### src/design/pnf_pkg.sv
package pnf_pkg;

    localparam int MAX_VERTICES = 4096;
    localparam int ADDR_W       = 12;
    localparam int CNT_W        = 13;
    localparam int COORD_W      = 17;
    localparam int VERTEX_W     = 2 * COORD_W;
    localparam int DIST_W       = 33;
    localparam int ARC_W        = 29;
    localparam int IN_DATA_W    = 80;
    localparam int OUT_DATA_W   = 96;

    // iterative divider: numerator, denominator and quotient widths
    localparam int DIV_NUM_W = 54;
    localparam int DIV_DEN_W = 36;
    localparam int DIV_Q_W   = 19;
    localparam int DIV_CNT_W = 5;

    // iterative square root
    localparam int SQ_IN_W   = 36;
    localparam int SQ_ROOT_W = 18;
    localparam int SQ_REM_W  = 20;
    localparam int SQ_CNT_W  = 5;

    localparam logic FUNC_LOAD  = 1'b0;
    localparam logic FUNC_QUERY = 1'b1;

    typedef enum logic [4:0] {
        ST_IDLE,
        ST_FETCH_A,
        ST_LOAD_A,
        ST_FETCH_B,
        ST_LOAD_B,
        ST_MUL_D,
        ST_SUM,
        ST_CHECK,
        ST_SQRT_WT,
        ST_MUL_F,
        ST_DIVU_GO,
        ST_DIVU_WT,
        ST_DIVV_GO,
        ST_DIVV_WT,
        ST_DIVA_GO,
        ST_DIVA_WT,
        ST_MUL_E,
        ST_CMP,
        ST_NEXT,
        ST_FINISH
    } state_t;

endpackage

### src/design/pnf_sqrt.sv
module pnf_sqrt (
    input  logic                          clk,
    input  logic                          rst_n,
    input  logic                          start,
    input  logic [pnf_pkg::SQ_IN_W-1:0]   radicand,
    output logic                          done,
    output logic [pnf_pkg::SQ_ROOT_W-1:0] root
);

    localparam int XW = pnf_pkg::SQ_IN_W;
    localparam int RW = pnf_pkg::SQ_ROOT_W;
    localparam int MW = pnf_pkg::SQ_REM_W;
    localparam int CW = pnf_pkg::SQ_CNT_W;

    logic [XW-1:0] x_reg;
    logic [MW-1:0] rem_reg;
    logic [RW-1:0] r_reg;
    logic [RW-1:0] root_reg;
    logic [CW-1:0] cnt_reg;
    logic          busy_reg;
    logic          done_reg;

    logic [MW+1:0] rem_sh;
    logic [MW+1:0] trial;
    logic          take;
    logic [MW+1:0] diff;

    // two radicand bits per step, one root bit
    assign rem_sh = {rem_reg, x_reg[XW-1 -: 2]};
    assign trial  = (MW+2)'({r_reg, 2'b01});
    assign take   = (rem_sh >= trial);
    assign diff   = rem_sh - trial;

    always_ff @(posedge clk or negedge rst_n)
    begin
        if (!rst_n)
        begin
            busy_reg <= 1'b0;
            done_reg <= 1'b0;
            cnt_reg  <= '0;
        end
        else
        begin
            done_reg <= 1'b0;
            if (start)
            begin
                busy_reg <= 1'b1;
                cnt_reg  <= CW'(RW);
            end
            else if (busy_reg)
            begin
                if (cnt_reg == '0)
                begin
                    busy_reg <= 1'b0;
                    done_reg <= 1'b1;
                end
                else
                begin
                    cnt_reg <= cnt_reg - 1'b1;
                end
            end
        end
    end

    always_ff @(posedge clk)
    begin
        if (start)
        begin
            x_reg   <= radicand;
            rem_reg <= '0;
            r_reg   <= '0;
        end
        else if (busy_reg)
        begin
            if (cnt_reg != '0)
            begin
                x_reg   <= {x_reg[XW-3:0], 2'b00};
                rem_reg <= take ? diff[MW-1:0] : rem_sh[MW-1:0];
                r_reg   <= {r_reg[RW-2:0], take};
            end
            else
            begin
                // round to nearest: remainder above root means past the midpoint
                root_reg <= (rem_reg > MW'(r_reg)) ? r_reg + 1'b1 : r_reg;
            end
        end
    end

    assign done = done_reg;
    assign root = root_reg;

endmodule

### config.mk
export PLATFORM = sky130hd
export DESIGN_NAME = pnf_sqrt
export DESIGN_NICKNAME = d
export VERILOG_FILES = /design/src/design/pnf_pkg.sv /design/src/design/pnf_sqrt.sv
export SDC_FILE = /design/constraint.sdc
export NUM_CORES = 1
export LEC_CHECK = 0
export ABC_CLOCK_PERIOD_IN_PS = 8900
export BUFFER_PORTS_ARGS = -buffer_cell sky130_fd_sc_hd__buf_4
export CORE_AREA = 2 2 96 98
export CTS_BUF_LIST = sky130_fd_sc_hd__clkbuf_16
export DETAILED_ROUTE_END_ITERATION = 7
export DIE_AREA = 0 0 98 100
export PLACE_DENSITY = 0.85
export SYNTH_ARGS = -nofsm -noshare
export SYNTH_HDL_FRONTEND = slang
export SYNTH_SLANG_ARGS = --single-unit
### constraint.sdc
create_clock -name clk -period 8.9 [get_ports clk]
set_input_delay 1.335 -clock clk [delete_from_list [all_inputs] [get_ports clk]]
set_output_delay 1.335 -clock clk [all_outputs]
set_load 0.02 [all_outputs]
# Word level (Yosys, flattened, before mapping)
# Cells that the tools add are included.
# W data, S select, Z words.
dict set report op_classes {
  add_sub_neg 3
  magnitude_cmp 2
  eq_ne 1
  muxes 14
  bitwise 2
  reduce_logical 8
}
# operator count
set op_table {}
lappend op_table {{$mux W36} 3}
lappend op_table {{$ge A22 B20 Y1} 1}
lappend op_table {{$gt A20 B18 Y1} 1}
lappend op_table {{$mux W20} 1}
lappend op_table {{$sub A20 B20 Y20} 1}
lappend op_table {{$add A18 B1 Y18 const B} 1}
lappend op_table {{$mux W18} 1}
lappend op_table {{$mux W5} 3}
lappend op_table {{$mux W1} 6}
lappend op_table {{$reduce_and A2 Y1} 3}
lappend op_table {{$logic_not A5 Y1} 1}
lappend op_table {{$reduce_bool A5 Y1} 1}
lappend op_table {{$sub A5 B1 Y5 const B} 1}
lappend op_table {{$reduce_bool A2 Y1} 2}
lappend op_table {{$reduce_and A3 Y1} 1}
lappend op_table {{$ne A2 B2 Y1 const B} 1}
lappend op_table {{$not A1 Y1} 2}
dict set report word_totals {
  reg_bits 99
  inputBits 39
  output_inout_bits 19
  word_cells 37
}

# Depth between registers and ports, before layout
dict set report depth {
  word_depth 4
  ltp_mapped 12
  depth_no_buf 9
}

# Worst setup path after synthesis
# Ideal clock, no wire load.
dict set report synth_path {
  path_type {in2reg}
  from {input port start}
  to {register root_reg[0], in the netlist root[0], enable pin}
  t_arrival_ns 3.130
  required_ns 8.480
  setup_slack_ns 5.350
  path_stages 3
  path_buffers 2
  cell_sequence {clkbuf_1 clkbuf_1 nor3b_1}
}
dict set report synth_between {
  elab_chain_len 2
}
# element line
set synth_lines {}
lappend synth_lines {{start, declared} pnf_sqrt.sv:4} ;# input logic start,
lappend synth_lines {{$not A1 Y1 (no line)} -}
lappend synth_lines {{$reduce_and A3 Y1 (no line)} -}
lappend synth_lines {{end signal, assigned} pnf_sqrt.sv:84} ;# root_reg <= (rem_reg > MW'(r_reg)) ? r_reg + 1'b1 : r_reg;
lappend synth_lines {{end, declared} pnf_sqrt.sv:18} ;# logic [RW-1:0] root_reg;
# Every way passes these cells.
# A chain may end at the register's enable or synchronous reset.

# Worst setup path after layout
dict set report layout_path {
  from {register r_reg[4]}
  to {register rem_reg[0]}
}
dict set report layout_between {
  elab_chain_len 2
}
# element line
set layout_lines {}
lappend layout_lines {{start, declared} pnf_sqrt.sv:17} ;# logic [RW-1:0] r_reg;
lappend layout_lines {{start signal, assigned} pnf_sqrt.sv:79} ;# r_reg <= {r_reg[RW-2:0], take};
lappend layout_lines {{$ge A22 B20 Y1} pnf_sqrt.sv:31} ;# assign take = (rem_sh >= trial);
lappend layout_lines {{$mux W20} pnf_sqrt.sv:78} ;# rem_reg <= take ? diff[MW-1:0] : rem_sh[MW-1:0];
lappend layout_lines {{end signal, assigned} pnf_sqrt.sv:78}
lappend layout_lines {{end, declared} pnf_sqrt.sv:16} ;# logic [MW-1:0] rem_reg;
# Every way passes these cells.

==> summary.md <==
| Metric | Value |
|---|---|
| H-tree depth | `3` |
| Die width | `98 um` |
| Ys Warns | `0` |
| Hold Slack | `0.4790 ns` |
| Routed WL | `11480 um` |
| Area Overhead vs Synth | `15.44%` |
| DR WL/cell | `17.88 um` |
| CTS tree | `done` |
| Tmin final | `3.093 ns` |
| Reg area | `2557 um^2` |
| Core Box Area | `8890 um^2` |
| Reg-to-reg endpoint | `rem_reg[0]$_SDFFE_PP0P_` |
| Layout Nets | `589` |
| Mux contribution to synthesized area | `9.159%` |
| Worst-path fanout max | `20` |
| CTS sink cnt | `99` |
| LEAKAGE | `2.254 nW` |
| Setup Fix Bufs, Post-CTS | `0` |
| FF+latch count, synth | `99` |
| GR Overflow Total | `0` |
| FMAX | `323.3 MHz` |
| Synth Area in Adders | `5.800%` |
| Worst slack, placed | `5.878 ns` |
| M2 GR Usage | `41.46%` |
| Number of hold violations in the final report | `0` |
| Syn_area_per_cell | `10.92 um^2` |
| Highest-count cells in the layout ignoring fill and taps | `buf_4, edfxtp_1, dfxtp_1` |
| Final setup margin | `5.807 ns` |
| Slew @ Worst Pin | `0.6269 ns` |
| R2r setup slk | `5.81 ns` |
| Final setup viols | `0` |
| Routed vias | `3859` |
| Clk buf depth | `2` |
| Drt drc | `0` |
| DP Area | `5702 um^2` |
| Vias in the first global route | `3786` |
| Detail Placement HPWL | `8164 um` |
| Io pins | `58` |
| Sequential-to-total area share from yosys stat | `49.40%` |
| CTS root buf | `clkbuf_16` |
| Hold depth | `2` |
| Power density cells | `310.2 nW/um^2` |
| CTS Buf Count | `9` |
| Setup TNS | `0 ns` |
| Initial antenna violation count | `0` |
| Multi-input gate area in the final layout | `2435 um^2` |
| Worst min path class | `flip-flop to flip-flop` |
| # diodes | `0` |
| Async S/R FF share, synth | `7.071%` |
| Reg2reg start | `r_reg[4]$_SDFFE_PP0P_` |
| Rows | `35` |
| Top_reg_cell synth | `edfxtp_1` |
| First-iteration detailed-routing DRC count | `286` |
| Slew Limit Fails | `0` |
| Worst Setup End Kind | `flip-flop` |
| Maximum vdd drop | `0.1622 mV` |
| Startpoint type of the worst setup path | `flip-flop` |
| Hold_buf cts | `0` |
| Met3 Usage GRT | `5.501%` |
| DRT Pass-1 Iters | `8` |
| Post-synthesis cell area | `5177 um^2` |
| RSZ-0062 raised after global routing | `no` |
| M1 GR Usage | `27.73%` |
| Rel. slew slack | `58.21%` |
| Syn_nets | `537` |
| Share of layout cells above drive strength 1 | `24.11%` |
| Post-synthesis cell type count | `56` |
| WHS Endpoint | `rem_reg[7]$_SDFFE_PP0P_` |
| Largest family of logic cells by synthesized area | `compound AO/OA/AOI/OAI gates` |
| Post-route ant nets | `0` |
| Clock latency on the worst-skew pair | `0.35 ns` |
| Drt via density | `6.011` |
| CP arrival | `3.34 ns` |
| Post-route cell area | `5977 um^2` |
| Gates resized, CTS repair | `0` |
| Status | `complete, no violations` |
| R2R cell count | `10` |
| Final worst path period share | `34.75%` |
| GPL Wtd Cong | `0.9429` |
| Initial Utilization | `58.24%` |
| PortBufs | `57` |
| Layout Skew | `0.009160 ns` |
| Overall routing resource usage | `23.62%` |
| Post-synthesis compound-gate area fraction | `13.15%` |
| Simple-gate area share of the yosys netlist | `11.99%` |
| Largest register FFs | `36` |
| Worst Setup Path Type | `flip-flop to flip-flop` |
| First-pass GRT wire length | `18340 um` |
| Pin count of the biggest net entering global routing | `55` |
| XOR/XNOR share of the synthesized area | `6.597%` |
| Clk slew on worst S/H paths | `0.06 ns` |
| Final-layout fill cell count | `621` |
| Maxcap violations | `0` |
| Min-delay src | `rem_reg[7]$_SDFFE_PP0P_` |
| Die H | `100 um` |
| Die area | `9800 um^2` |
| Cells after Synth | `474` |
| WP data required | `9.15 ns` |
| Post-synth EDFFs | `54` |
| Most common cell after layout, fill and taps aside | `buf_4` |
| Gr busiest metal | `met2` |
[area by class of cell]
cell class                 count  area share (%)
inverter                      28           1.758
multi-input combinational    326           40.74
tap                          111           2.324
clock inverter                 7          0.8373
clock buffer                   9           3.768
timing repair buffer          62           7.787
sequential                    99           42.79
[Yosys cell counts, types with 4 or more instances]
| cell | instances | share of area, % |
|---|---|---|
| nand2b_1 | 6 | 0.73 |
| a32oi_1 | 10 | 1.7 |
| nand2_1 | 35 | 2.5 |
| xor2_1 | 8 | 1.4 |
| nor2_1 | 20 | 1.4 |
| nand3_1 | 6 | 0.58 |
| dfxtp_1 | 38 | 15 |
| buf_2 | 5 | 0.48 |
| edfxtp_1 | 54 | 31 |
| nor3_1 | 10 | 0.97 |
| clkbuf_1 | 12 | 0.87 |
| o21ai_1 | 17 | 1.6 |
| clkinv_1 | 4 | 0.29 |
| mux2_2 | 35 | 7.6 |
| o22ai_1 | 17 | 2.1 |
| nand4_1 | 9 | 1.1 |
| ha_1 | 24 | 5.8 |
| mux2i_1 | 8 | 1.5 |
| a21oi_1 | 23 | 2.2 |
| inv_1 | 24 | 1.7 |
| o31ai_1 | 7 | 1.0 |
| dfrtp_1 | 7 | 3.4 |
| nor4_2 | 6 | 1.4 |
| o21ai_0 | 11 | 1.1 |
| xnor2_1 | 31 | 5.2 |
[logic make-up (layout without fill, tap and decap cells)]
group / Yosys count / after routing
and+or+nand+nor: 115 / 115
buffers and inverters: 49 / 106
AOI/OAI and AO/OA: 105 / 105
muxes: 43 / 43
xor gates and xnor gates: 39 / 39
DFF: 99 / 99
adders and majority gates: 24 / 24
[stage by stage]
step | power [mW] | util (%) | std cells
after global routing | 1.957 | 67.23 | 642
after detailed placement | 1.476 | 64.14 | 626
after global placement | 1.443 | 64.14 | 626
final | 1.854 | 67.23 | 642
after CTS | 1.850 | 67.23 | 642
after floorplan | 1.292 | - | 474
[worst max-delay path: stages, from the launching register on]
cell,delay (ns)
dfxtp_1,0.32
clkinv_1,0.18
ha_1,0.45
nand2_1,0.12
or4_4,0.45
nand2b_1,0.16
nor3_1,0.38
a211oi_4,0.13
buf_4,0.26
or4_1,0.44
o311ai_1,0.10
[power by group]
group	leakage (nW)	switching, mW	internal [mW]
clock network	0.141	0.179	0.192
registers	0.944	0.0546	0.585
logic	1.17	0.495	0.348
[per-layer routing]
layer  wire, um  part of all wire, %  vias to the layer above
met4        396                  3.5                        0
met5          0                    0                        -
met1       4592                   40                     1837
met2       5900                   51                      135
met3        587                  5.1                       32
li1           -                    -                     1855
[worst max path at each step]
stage,start,end,slack [ns],cells after the start
2_1_floorplan,start,root[0]$_DFFE_PP_,5.35,3
3_3_place_gp,r_reg[5]$_SDFFE_PP0P_,rem_reg[8]$_SDFFE_PP0P_,5.98,10
3_5_place_dp,r_reg[4]$_SDFFE_PP0P_,root[10]$_DFFE_PP_,5.88,9
4_1_cts,r_reg[4]$_SDFFE_PP0P_,rem_reg[0]$_SDFFE_PP0P_,5.85,10
5_1_grt,r_reg[7]$_SDFFE_PP0P_,rem_reg[8]$_SDFFE_PP0P_,5.65,10
6_report,r_reg[4]$_SDFFE_PP0P_,rem_reg[0]$_SDFFE_PP0P_,5.81,10
No activity file was read; power rests on OpenSTA's default activity.
