**config.mk**
```make
export PLATFORM = sky130hd
export DESIGN_NAME = pnf_div
export DESIGN_NICKNAME = d
export VERILOG_FILES = /design/src/design/pnf_pkg.sv /design/src/design/pnf_div.sv
export SDC_FILE = /design/constraint.sdc
export NUM_CORES = 1
export LEC_CHECK = 0
export BUFFER_PORTS_ARGS = -buffer_cell sky130_fd_sc_hd__buf_4
export CORE_UTILIZATION = 55
export DETAILED_ROUTE_END_ITERATION = 6
export PLACE_DENSITY = 0.83
export SLEW_MARGIN = 20
export SYNTH_ARGS = -nofsm -noshare
export SYNTH_HDL_FRONTEND = slang
export SYNTH_SLANG_ARGS = --single-unit
```
**constraint.sdc**
```tcl
create_clock -name clk -period 6.85 [get_ports clk]
set_input_delay 0.685 -clock clk [delete_from_list [all_inputs] [get_ports clk]]
set_output_delay 0.685 -clock clk [all_outputs]
set_load 0.005 [all_outputs]
```
**src/design/pnf_pkg.sv**
```systemverilog
package pnf_pkg;

    localparam int MAX_VERTICES = 4096;
    localparam int ADDR_W       = 12;
    localparam int CNT_W        = 13;
    localparam int COORD_W      = 17;
    localparam int VERTEX_W     = 2 * COORD_W;
    localparam int DIST_W       = 33;
    localparam int ARC_W        = 29;
    localparam int IN_DATA_W    = 80;
    localparam int OUT_DATA_W   = 96;

    // iterative divider: numerator, denominator and quotient widths
    localparam int DIV_NUM_W = 54;
    localparam int DIV_DEN_W = 36;
    localparam int DIV_Q_W   = 19;
    localparam int DIV_CNT_W = 5;

    // iterative square root
    localparam int SQ_IN_W   = 36;
    localparam int SQ_ROOT_W = 18;
    localparam int SQ_REM_W  = 20;
    localparam int SQ_CNT_W  = 5;

    localparam logic FUNC_LOAD  = 1'b0;
    localparam logic FUNC_QUERY = 1'b1;

    typedef enum logic [4:0] {
        ST_IDLE,
        ST_FETCH_A,
        ST_LOAD_A,
        ST_FETCH_B,
        ST_LOAD_B,
        ST_MUL_D,
        ST_SUM,
        ST_CHECK,
        ST_SQRT_WT,
        ST_MUL_F,
        ST_DIVU_GO,
        ST_DIVU_WT,
        ST_DIVV_GO,
        ST_DIVV_WT,
        ST_DIVA_GO,
        ST_DIVA_WT,
        ST_MUL_E,
        ST_CMP,
        ST_NEXT,
        ST_FINISH
    } state_t;

endpackage

```
**src/design/pnf_div.sv**
```systemverilog
module pnf_div (
    input  logic                          clk,
    input  logic                          rst_n,
    input  logic                          start,
    input  logic [pnf_pkg::DIV_NUM_W-1:0] num,
    input  logic [pnf_pkg::DIV_DEN_W-1:0] den,
    output logic                          done,
    output logic [pnf_pkg::DIV_Q_W-1:0]   quo
);

    localparam int NW = pnf_pkg::DIV_NUM_W;
    localparam int DW = pnf_pkg::DIV_DEN_W;
    localparam int QW = pnf_pkg::DIV_Q_W;
    localparam int CW = pnf_pkg::DIV_CNT_W;

    logic [DW-1:0] rem_reg;
    logic [DW-1:0] den_reg;
    logic [QW-1:0] lo_reg;
    logic [QW-1:0] quo_reg;
    logic [CW-1:0] cnt_reg;
    logic          busy_reg;
    logic          done_reg;

    logic [DW:0]   rem_sh;
    logic [DW:0]   diff;
    logic          take;
    logic [DW-1:0] rem_new;

    // one quotient bit per cycle, msb first
    assign rem_sh  = {rem_reg, lo_reg[QW-1]};
    assign diff    = rem_sh - {1'b0, den_reg};
    assign take    = !diff[DW];
    assign rem_new = take ? diff[DW-1:0] : rem_sh[DW-1:0];

    always_ff @(posedge clk or negedge rst_n)
    begin
        if (!rst_n)
        begin
            busy_reg <= 1'b0;
            done_reg <= 1'b0;
            cnt_reg  <= '0;
        end
        else
        begin
            done_reg <= 1'b0;
            if (start)
            begin
                busy_reg <= 1'b1;
                cnt_reg  <= CW'(QW);
            end
            else if (busy_reg)
            begin
                cnt_reg <= cnt_reg - 1'b1;
                if (cnt_reg == CW'(1))
                begin
                    busy_reg <= 1'b0;
                    done_reg <= 1'b1;
                end
            end
        end
    end

    always_ff @(posedge clk)
    begin
        if (start)
        begin
            rem_reg <= DW'(num >> QW);
            lo_reg  <= num[QW-1:0];
            den_reg <= den;
            quo_reg <= '0;
        end
        else if (busy_reg)
        begin
            rem_reg <= rem_new;
            lo_reg  <= {lo_reg[QW-2:0], 1'b0};
            quo_reg <= {quo_reg[QW-2:0], take};
        end
    end

    assign done = done_reg;
    assign quo  = quo_reg;

endmodule

```
Yosys cells after proc, flatten, opt, wreduce, memory -nomap -nowiden
Index checks and enable logic that the tools add are counted.
{ "totals": {"inputBits": 93, "out_inout_bits": 20, "elab_cells": 26, "reg_bits": 117} }
{ "classes": {"n_eq_ne": 1, "n_mux": 13, "add_sub_neg": 2, "n_reduce_logical": 2} }
{ "ops": {"columns": ["op", "count"], "rows": [
  ["35-bit 2-to-1 mux", 2],
  ["19-bit 2-to-1 mux", 2],
  ["37-bit by 36-bit subtractor with 37-bit output", 1],
  ["36-bit 2-to-1 mux", 1],
  ["5-bit 2-to-1 mux", 2],
  ["1-bit 2-to-1 mux", 6],
  ["5-bit by 1-bit equality test with 1-bit output (second input constant)", 1],
  ["5-bit by 1-bit subtractor with 5-bit output (second input constant)", 1],
  ["2-bit nonzero test", 1],
  ["1-bit zero test", 1]
]} }

Logic depth before layout (Yosys ltp)
{ "logic_depth": {"word_depth": 4, "mapped_depth": 14} }

Worst setup path after synthesis
No wires, ideal clock.
{ "synth_path": {"path_kind": "register to register", "start": "register lo_reg[18]", "end": "register rem_reg[29] (data pin)", "required_ns": 6.590, "setup_ns": 0.260, "path_stages_with_launch": 14, "arrival_ns": 2.761, "slack_ns": 3.829, "n_path_buf": 0, "period_less_slack_ns": 3.021, "cell_sequence": "edfxtp_1 -> inv_1 -> ha_1 -> inv_1 -> fa_1 -> a21o_1 -> nand4_1 -> a211oi_2 -> o2111a_1 -> o211ai_2 -> o21a_4 -> xnor2_4 -> mux2_2 -> mux2_2"} }
{ "synth_between": {"elab_chain_cells": 4} }
{ "synth_rtl": {"columns": ["element", "line", "rtl"], "rows": [
  ["from (decl)", "pnf_div.sv:18", "logic [QW-1:0] lo_reg;"],
  ["from (signal assigned)", "pnf_div.sv:68", "lo_reg <= num[QW-1:0];"],
  ["from (signal assigned)", "pnf_div.sv:75", "lo_reg <= {lo_reg[QW-2:0], 1'b0};"],
  ["37-bit by 36-bit subtractor with 37-bit output", "pnf_div.sv:31", "assign diff = rem_sh - {1'b0, den_reg};"],
  ["36-bit 2-to-1 mux", "pnf_div.sv:33", "assign rem_new = take ? diff[DW-1:0] : rem_sh[DW-1:0];"],
  ["35-bit 2-to-1 mux", "pnf_div.sv:72", "else if (busy_reg)"],
  ["35-bit 2-to-1 mux", "pnf_div.sv:65", "if (start)"],
  ["to (signal assigned)", "pnf_div.sv:67", "rem_reg <= DW'(num >> QW);"],
  ["to (signal assigned)", "pnf_div.sv:74", "rem_reg <= rem_new;"],
  ["to (decl)", "pnf_div.sv:16", "logic [DW-1:0] rem_reg;"]
]} }
Every way passes these cells. The select of a mux whose other input is x is not followed.
A chain may end at the register's enable or synchronous reset.

Final worst setup path
{ "layout_path": {"start": "register den_reg[0]", "end": "register rem_reg[29] (data pin)"} }
{ "layout_between": {"elab_chain_cells": 4} }
{ "layout_rtl": {"columns": ["element", "line", "rtl"], "rows": [
  ["from (decl)", "pnf_div.sv:17", "logic [DW-1:0] den_reg;"],
  ["from (signal assigned)", "pnf_div.sv:69", "den_reg <= den;"],
  ["37-bit by 36-bit subtractor with 37-bit output", "pnf_div.sv:31", null],
  ["36-bit 2-to-1 mux", "pnf_div.sv:33", null],
  ["35-bit 2-to-1 mux", "pnf_div.sv:72", null],
  ["35-bit 2-to-1 mux", "pnf_div.sv:65", null]
]} }
Every way passes these cells. The select of a mux whose other input is x is not followed.

==> flow_summary.html <==
<table>
<tr><th>Metric</th><th>Value</th></tr>
<tr><th colspan="2">Run status</th></tr>
<tr><td>Outcome</td><td>finished clean</td></tr>
<tr><th colspan="2">Clock tree</th></tr>
<tr><td>Clock tree from TritonCTS</td><td>yes</td></tr>
<tr><td>CTS buffer count</td><td>17</td></tr>
<tr><td>Clk root buf</td><td>sky130_fd_sc_hd__clkbuf_16</td></tr>
<tr><td>Count of H-tree levels built during CTS</td><td>4</td></tr>
<tr><td>Clock network latency to the later pin of the worst-skew pair</td><td>420 ps</td></tr>
<tr><td># Post-CTS Setup Buffers</td><td>0</td></tr>
<tr><td>Clock Sink Count</td><td>117</td></tr>
<tr><td>Maximum count of clock buffers along a single path</td><td>2</td></tr>
<tr><td>Clock input transition at the sequential cells of the worst setup and hold paths</td><td>60 ps</td></tr>
<tr><td>Post-cts resize count</td><td>0</td></tr>
<tr><td>Hold Buf Count CTS</td><td>0</td></tr>
<tr><th colspan="2">STA</th></tr>
<tr><td>Highest Clock Rate</td><td>253 MHz</td></tr>
<tr><td>Final Hold Viols</td><td>0</td></tr>
<tr><td>Worst Max-Slew Pin Slew</td><td>863 ps</td></tr>
<tr><td>Worst hold slack</td><td>59.6 ps</td></tr>
<tr><td>Ratio of final minimum period to clock period</td><td>0.577</td></tr>
<tr><td>Final number of setup-violating endpoints</td><td>0</td></tr>
<tr><td>Post-route clock skew</td><td>12.7 ps</td></tr>
<tr><td>Total negative slack for setup checks</td><td>0 ps</td></tr>
<tr><td>Post-layout minimum cycle time</td><td>3950 ps</td></tr>
<tr><td>RSZ-0062 raised after global routing</td><td>false</td></tr>
<tr><td>Max transition margin</td><td>0.424</td></tr>
<tr><td>Fin. max-slew vios</td><td>0</td></tr>
<tr><th colspan="2">Setup path</th></tr>
<tr><td>Worst reg2reg path depth</td><td>13</td></tr>
<tr><td>Delay of the slowest cell on the worst path</td><td>500 ps</td></tr>
<tr><td>Crit start category</td><td>flip-flop</td></tr>
<tr><td>R2r startpoint</td><td>den_reg[0]</td></tr>
<tr><td>Kind of end point of the critical path</td><td>flip-flop</td></tr>
<tr><td>Critical path start-end classification</td><td>flip-flop to flip-flop</td></tr>
<tr><td>WP buf/inv</td><td>2</td></tr>
<tr><td>End of the worst register-to-register path</td><td>rem_reg[29]</td></tr>
<tr><td>Worst R2R Setup Slack</td><td>2900 ps</td></tr>
<tr><td>Crit Path Max Fanout</td><td>20</td></tr>
<tr><td>Critical Path Most Common Cell</td><td>sky130_fd_sc_hd__mux2_2</td></tr>
<tr><td>Data arrival, critical path</td><td>4130 ps</td></tr>
<tr><td>WP data required</td><td>7020 ps</td></tr>
<tr><td>Cells along the critical path</td><td>ha_1 &gt; inv_1 &gt; fa_1 &gt; a21o_1 &gt; nand4_1 &gt; a211oi_2 &gt; o2111a_1 &gt; o211ai_2 &gt; o21a_4 &gt; xnor2_4 &gt; buf_4 &gt; mux2_2 &gt; mux2_2</td></tr>
<tr><td>Cell family with the largest share of critical-path delay</td><td>compound AO/OA/AOI/OAI gates</td></tr>
<tr><td>Cell type of the slowest stage on the worst timing path</td><td>sky130_fd_sc_hd__xnor2_4</td></tr>
<tr><th colspan="2">Power and ir drop</th></tr>
<tr><td>Part of the power in combinational logic</td><td>0.478</td></tr>
<tr><td>Highest ir drop seen on vdd</td><td>0.214 mV</td></tr>
<tr><td>Switching Fraction</td><td>0.382</td></tr>
<tr><td>Power share of the sequential group</td><td>0.285</td></tr>
<tr><td>Leakage power figure</td><td>3.88 nW</td></tr>
<tr><td>Power density over the cells</td><td>428 mW/mm^2</td></tr>
<tr><td>Clock share of power</td><td>0.237</td></tr>
<tr><td>Internal Power</td><td>0.00225 W</td></tr>
<tr><td>Sw Pwr</td><td>0.00140 W</td></tr>
<tr><th colspan="2">Final layout</th></tr>
<tr><td>Layout area overhead</td><td>21.4%</td></tr>
<tr><td>Non-filler instance count after layout</td><td>953</td></tr>
<tr><td>Commonest non-fill, non-tap cell in the layout</td><td>sky130_fd_sc_hd__buf_4</td></tr>
<tr><td>Layout net count</td><td>904</td></tr>
<tr><td>Count of fill cells added during filler insertion</td><td>941</td></tr>
<tr><td>Share of layout cells above drive strength 1</td><td>0.234</td></tr>
<tr><td>Commonest cells after routing, fill and taps aside</td><td>117 x sky130_fd_sc_hd__buf_4, 90 x sky130_fd_sc_hd__edfxtp_1, 58 x sky130_fd_sc_hd__nand2_1</td></tr>
<tr><td>ANT cells</td><td>0</td></tr>
<tr><th colspan="2">Die</th></tr>
<tr><td>Number of rows in the core area</td><td>40</td></tr>
<tr><td>I/O Pins</td><td>113</td></tr>
<tr><td>Die boundary width</td><td>115 um</td></tr>
<tr><td>Die footprint</td><td>0.0132 mm^2</td></tr>
<tr><td>Core area</td><td>0.0122 mm^2</td></tr>
<tr><td>Initial core utilization</td><td>0.576</td></tr>
<tr><td>Die Height</td><td>115 um</td></tr>
<tr><th colspan="2">GRT</th></tr>
<tr><td>Number of antenna violations at the first check in global routing</td><td>0</td></tr>
<tr><td>Number of global-route vias before repair</td><td>5,306</td></tr>
<tr><td>Pin count of the biggest net entering global routing</td><td>86</td></tr>
<tr><td>Overall routing resource usage</td><td>0.245</td></tr>
<tr><td>First-pass GRT wire length</td><td>24.8 mm</td></tr>
<tr><td>Final global-route overflow total</td><td>0</td></tr>
<tr><th colspan="2">Drt</th></tr>
<tr><td>Avg Vias per Cell</td><td>5.60</td></tr>
<tr><td>Routed length per placed instance</td><td>16.1 um</td></tr>
<tr><td>Number of remaining DRC errors</td><td>0</td></tr>
<tr><td>Vias</td><td>5,337</td></tr>
<tr><td>DRT antenna net count</td><td>0</td></tr>
<tr><td>First-pass iteration count of the detailed router</td><td>5</td></tr>
<tr><td>Starting DRT DRC Count</td><td>477</td></tr>
<tr><td>Wire length after detailed routing</td><td>15.3 mm</td></tr>
<tr><th colspan="2">Place</th></tr>
<tr><td>Detailed-placement wirelength estimate</td><td>10.6 mm</td></tr>
<tr><td>Placed cells</td><td>921</td></tr>
<tr><td>Buffers on Ports</td><td>112</td></tr>
<tr><td>GPL Wtd Cong</td><td>0.926</td></tr>
<tr><th colspan="2">Synthesis</th></tr>
<tr><td>Number of distinct library cells after synthesis</td><td>66</td></tr>
<tr><td>Register area share after synthesis</td><td>0.466</td></tr>
<tr><td>Synthesis Warnings</td><td>0</td></tr>
<tr><td>Number of nets in the synthesized netlist</td><td>802</td></tr>
<tr><td>Post-synthesis cell area</td><td>0.00703 mm^2</td></tr>
<tr><td>Post-synthesis instance total</td><td>670</td></tr>
<tr><td>Leading register cell type out of synthesis</td><td>sky130_fd_sc_hd__edfxtp_1</td></tr>
<tr><td>Number of enable-type register cells in the synthesized netlist</td><td>90</td></tr>
<tr><td>Average footprint of a synthesized cell</td><td>10.5 um^2</td></tr>
<tr><td>Flip-flop and latch count after synthesis</td><td>117</td></tr>
<tr><td>Ys async rst share</td><td>0.0598</td></tr>
<tr><th colspan="2">Hold path</th></tr>
<tr><td>Classification of the worst-slack hold path</td><td>input pin to async pin</td></tr>
<tr><th colspan="2">Run</th></tr>
<tr><td>Max-cap violations</td><td>0</td></tr>
</table>
## cell usage after synthesis, types with 2 or more instances
cell / instances / area, um^2
sky130_fd_sc_hd__edfxtp_1: 90 / 2700
sky130_fd_sc_hd__nand2_1: 58 / 218
sky130_fd_sc_hd__inv_1: 49 / 184
sky130_fd_sc_hd__nor2_1: 44 / 165
sky130_fd_sc_hd__mux2i_1: 43 / 430
sky130_fd_sc_hd__a21oi_1: 42 / 210
sky130_fd_sc_hd__ha_1: 38 / 475
sky130_fd_sc_hd__o21ai_1: 24 / 120
sky130_fd_sc_hd__xnor2_1: 21 / 184
sky130_fd_sc_hd__dfxtp_1: 20 / 400
sky130_fd_sc_hd__mux2_2: 20 / 225
sky130_fd_sc_hd__o21ai_0: 20 / 100
sky130_fd_sc_hd__clkbuf_1: 17 / 63.8
sky130_fd_sc_hd__a21o_1: 16 / 120
sky130_fd_sc_hd__xor2_1: 15 / 131
sky130_fd_sc_hd__nor3b_1: 11 / 82.6
sky130_fd_sc_hd__nand4_1: 10 / 62.6
sky130_fd_sc_hd__nor3_1: 10 / 50.1
sky130_fd_sc_hd__a211o_1: 7 / 61.3
sky130_fd_sc_hd__dfrtp_1: 7 / 175
sky130_fd_sc_hd__o211ai_1: 7 / 52.6
sky130_fd_sc_hd__o21a_1: 7 / 52.6
sky130_fd_sc_hd__buf_2: 6 / 30.0
sky130_fd_sc_hd__nand2b_1: 6 / 37.5
sky130_fd_sc_hd__or3_1: 6 / 37.5
sky130_fd_sc_hd__o21bai_1: 5 / 37.5
sky130_fd_sc_hd__buf_1: 4 / 15.0
sky130_fd_sc_hd__buf_6: 4 / 45.0
sky130_fd_sc_hd__nand3_1: 4 / 20.0
sky130_fd_sc_hd__a21boi_0: 3 / 22.5
sky130_fd_sc_hd__a221o_1: 3 / 30.0
sky130_fd_sc_hd__a31oi_1: 3 / 18.8
sky130_fd_sc_hd__and2_1: 3 / 18.8
sky130_fd_sc_hd__and3_1: 3 / 18.8
sky130_fd_sc_hd__nor2b_1: 3 / 18.8
sky130_fd_sc_hd__o31ai_1: 3 / 22.5
sky130_fd_sc_hd__a211oi_2: 2 / 25.0
sky130_fd_sc_hd__a31o_2: 2 / 17.5
sky130_fd_sc_hd__a41oi_1: 2 / 17.5
sky130_fd_sc_hd__clkbuf_2: 2 / 10.0
sky130_fd_sc_hd__o211ai_2: 2 / 25.0
sky130_fd_sc_hd__o21ba_2: 2 / 20.0
sky130_fd_sc_hd__o221ai_1: 2 / 17.5
sky130_fd_sc_hd__o311ai_1: 2 / 17.5
## cell type report
type	count	area, um^2	share of cell area
Inverter	49	184	0.0215
Tap cell	168	210	0.0246
Sequential cell	117	3280	0.384
Clock buffer	21	503	0.0589
Timing Repair Buffer	117	878	0.103
Clock inverter	11	83.8	0.00982
Multi-Input combinational cell	470	3400	0.398
## metal layers
layer	share of wire	global-route usage	vias up
met5	0	0	-
met3	0.071	0.0812	32
li1	-	-	2643
met2	0.47	0.396	162
met4	0.031	0.114	0
met1	0.43	0.297	2500
## logic make-up after synthesis
| group | Yosys count | share of synthesized area |
|---|---|---|
| fa+ha+maj | 39 | 0.0705 |
| compound gates | 165 | 0.157 |
| flops | 117 | 0.466 |
| buf+inv | 83 | 0.0505 |
| mux | 63 | 0.0932 |
| xor+xnor | 37 | 0.0488 |
| simple gates | 166 | 0.114 |
## worst reg2reg max path: stages (launching register included)
cell and delay (ps):
sky130_fd_sc_hd__edfxtp_1 360, sky130_fd_sc_hd__ha_1 210, sky130_fd_sc_hd__inv_1 70, sky130_fd_sc_hd__fa_1 200, sky130_fd_sc_hd__a21o_1 140, sky130_fd_sc_hd__nand4_1 180
sky130_fd_sc_hd__a211oi_2 340, sky130_fd_sc_hd__o2111a_1 270, sky130_fd_sc_hd__o211ai_2 110, sky130_fd_sc_hd__o21a_4 260, sky130_fd_sc_hd__xnor2_4 500, sky130_fd_sc_hd__buf_4 450
sky130_fd_sc_hd__mux2_2 380, sky130_fd_sc_hd__mux2_2 250
## through the flow
stage | power, W | util | worst slack [ps] | instance area, um^2
after global placement | 0.00271 | 0.651 | 3030 | 7950
after detailed placement | 0.00277 | 0.651 | 2960 | 7950
after CTS | 0.00365 | 0.699 | 2940 | 8540
after floorplan | 0.00244 | - | 3830 | 7030
final | 0.00365 | 0.699 | 2900 | 8540
after global routing | 0.00389 | 0.699 | 2670 | 8540
## worst max path at each step
stage                           from          end  slack (ps)  cells past startpoint
after floorplan           lo_reg[18]  rem_reg[29]        3830                     13
after global placement    den_reg[0]  rem_reg[29]        3030                     13
after detailed placement  den_reg[0]  rem_reg[29]        2960                     13
after CTS                 den_reg[0]  rem_reg[29]        2940                     13
after global routing      den_reg[0]  rem_reg[29]        2670                     13
final                     den_reg[0]  rem_reg[29]        2900                     13
## power groups by stage
stage          Clock, W  Sequential, W  Combinational (W)
6_report       0.000866        0.00104            0.00175
3_3_place_gp          0        0.00104            0.00167
4_1_cts        0.000878        0.00104            0.00173
3_5_place_dp          0        0.00105            0.00172
5_1_grt        0.000907        0.00106            0.00193
2_1_floorplan         0        0.00102            0.00142
No activity file was read; power rests on OpenSTA's default activity.
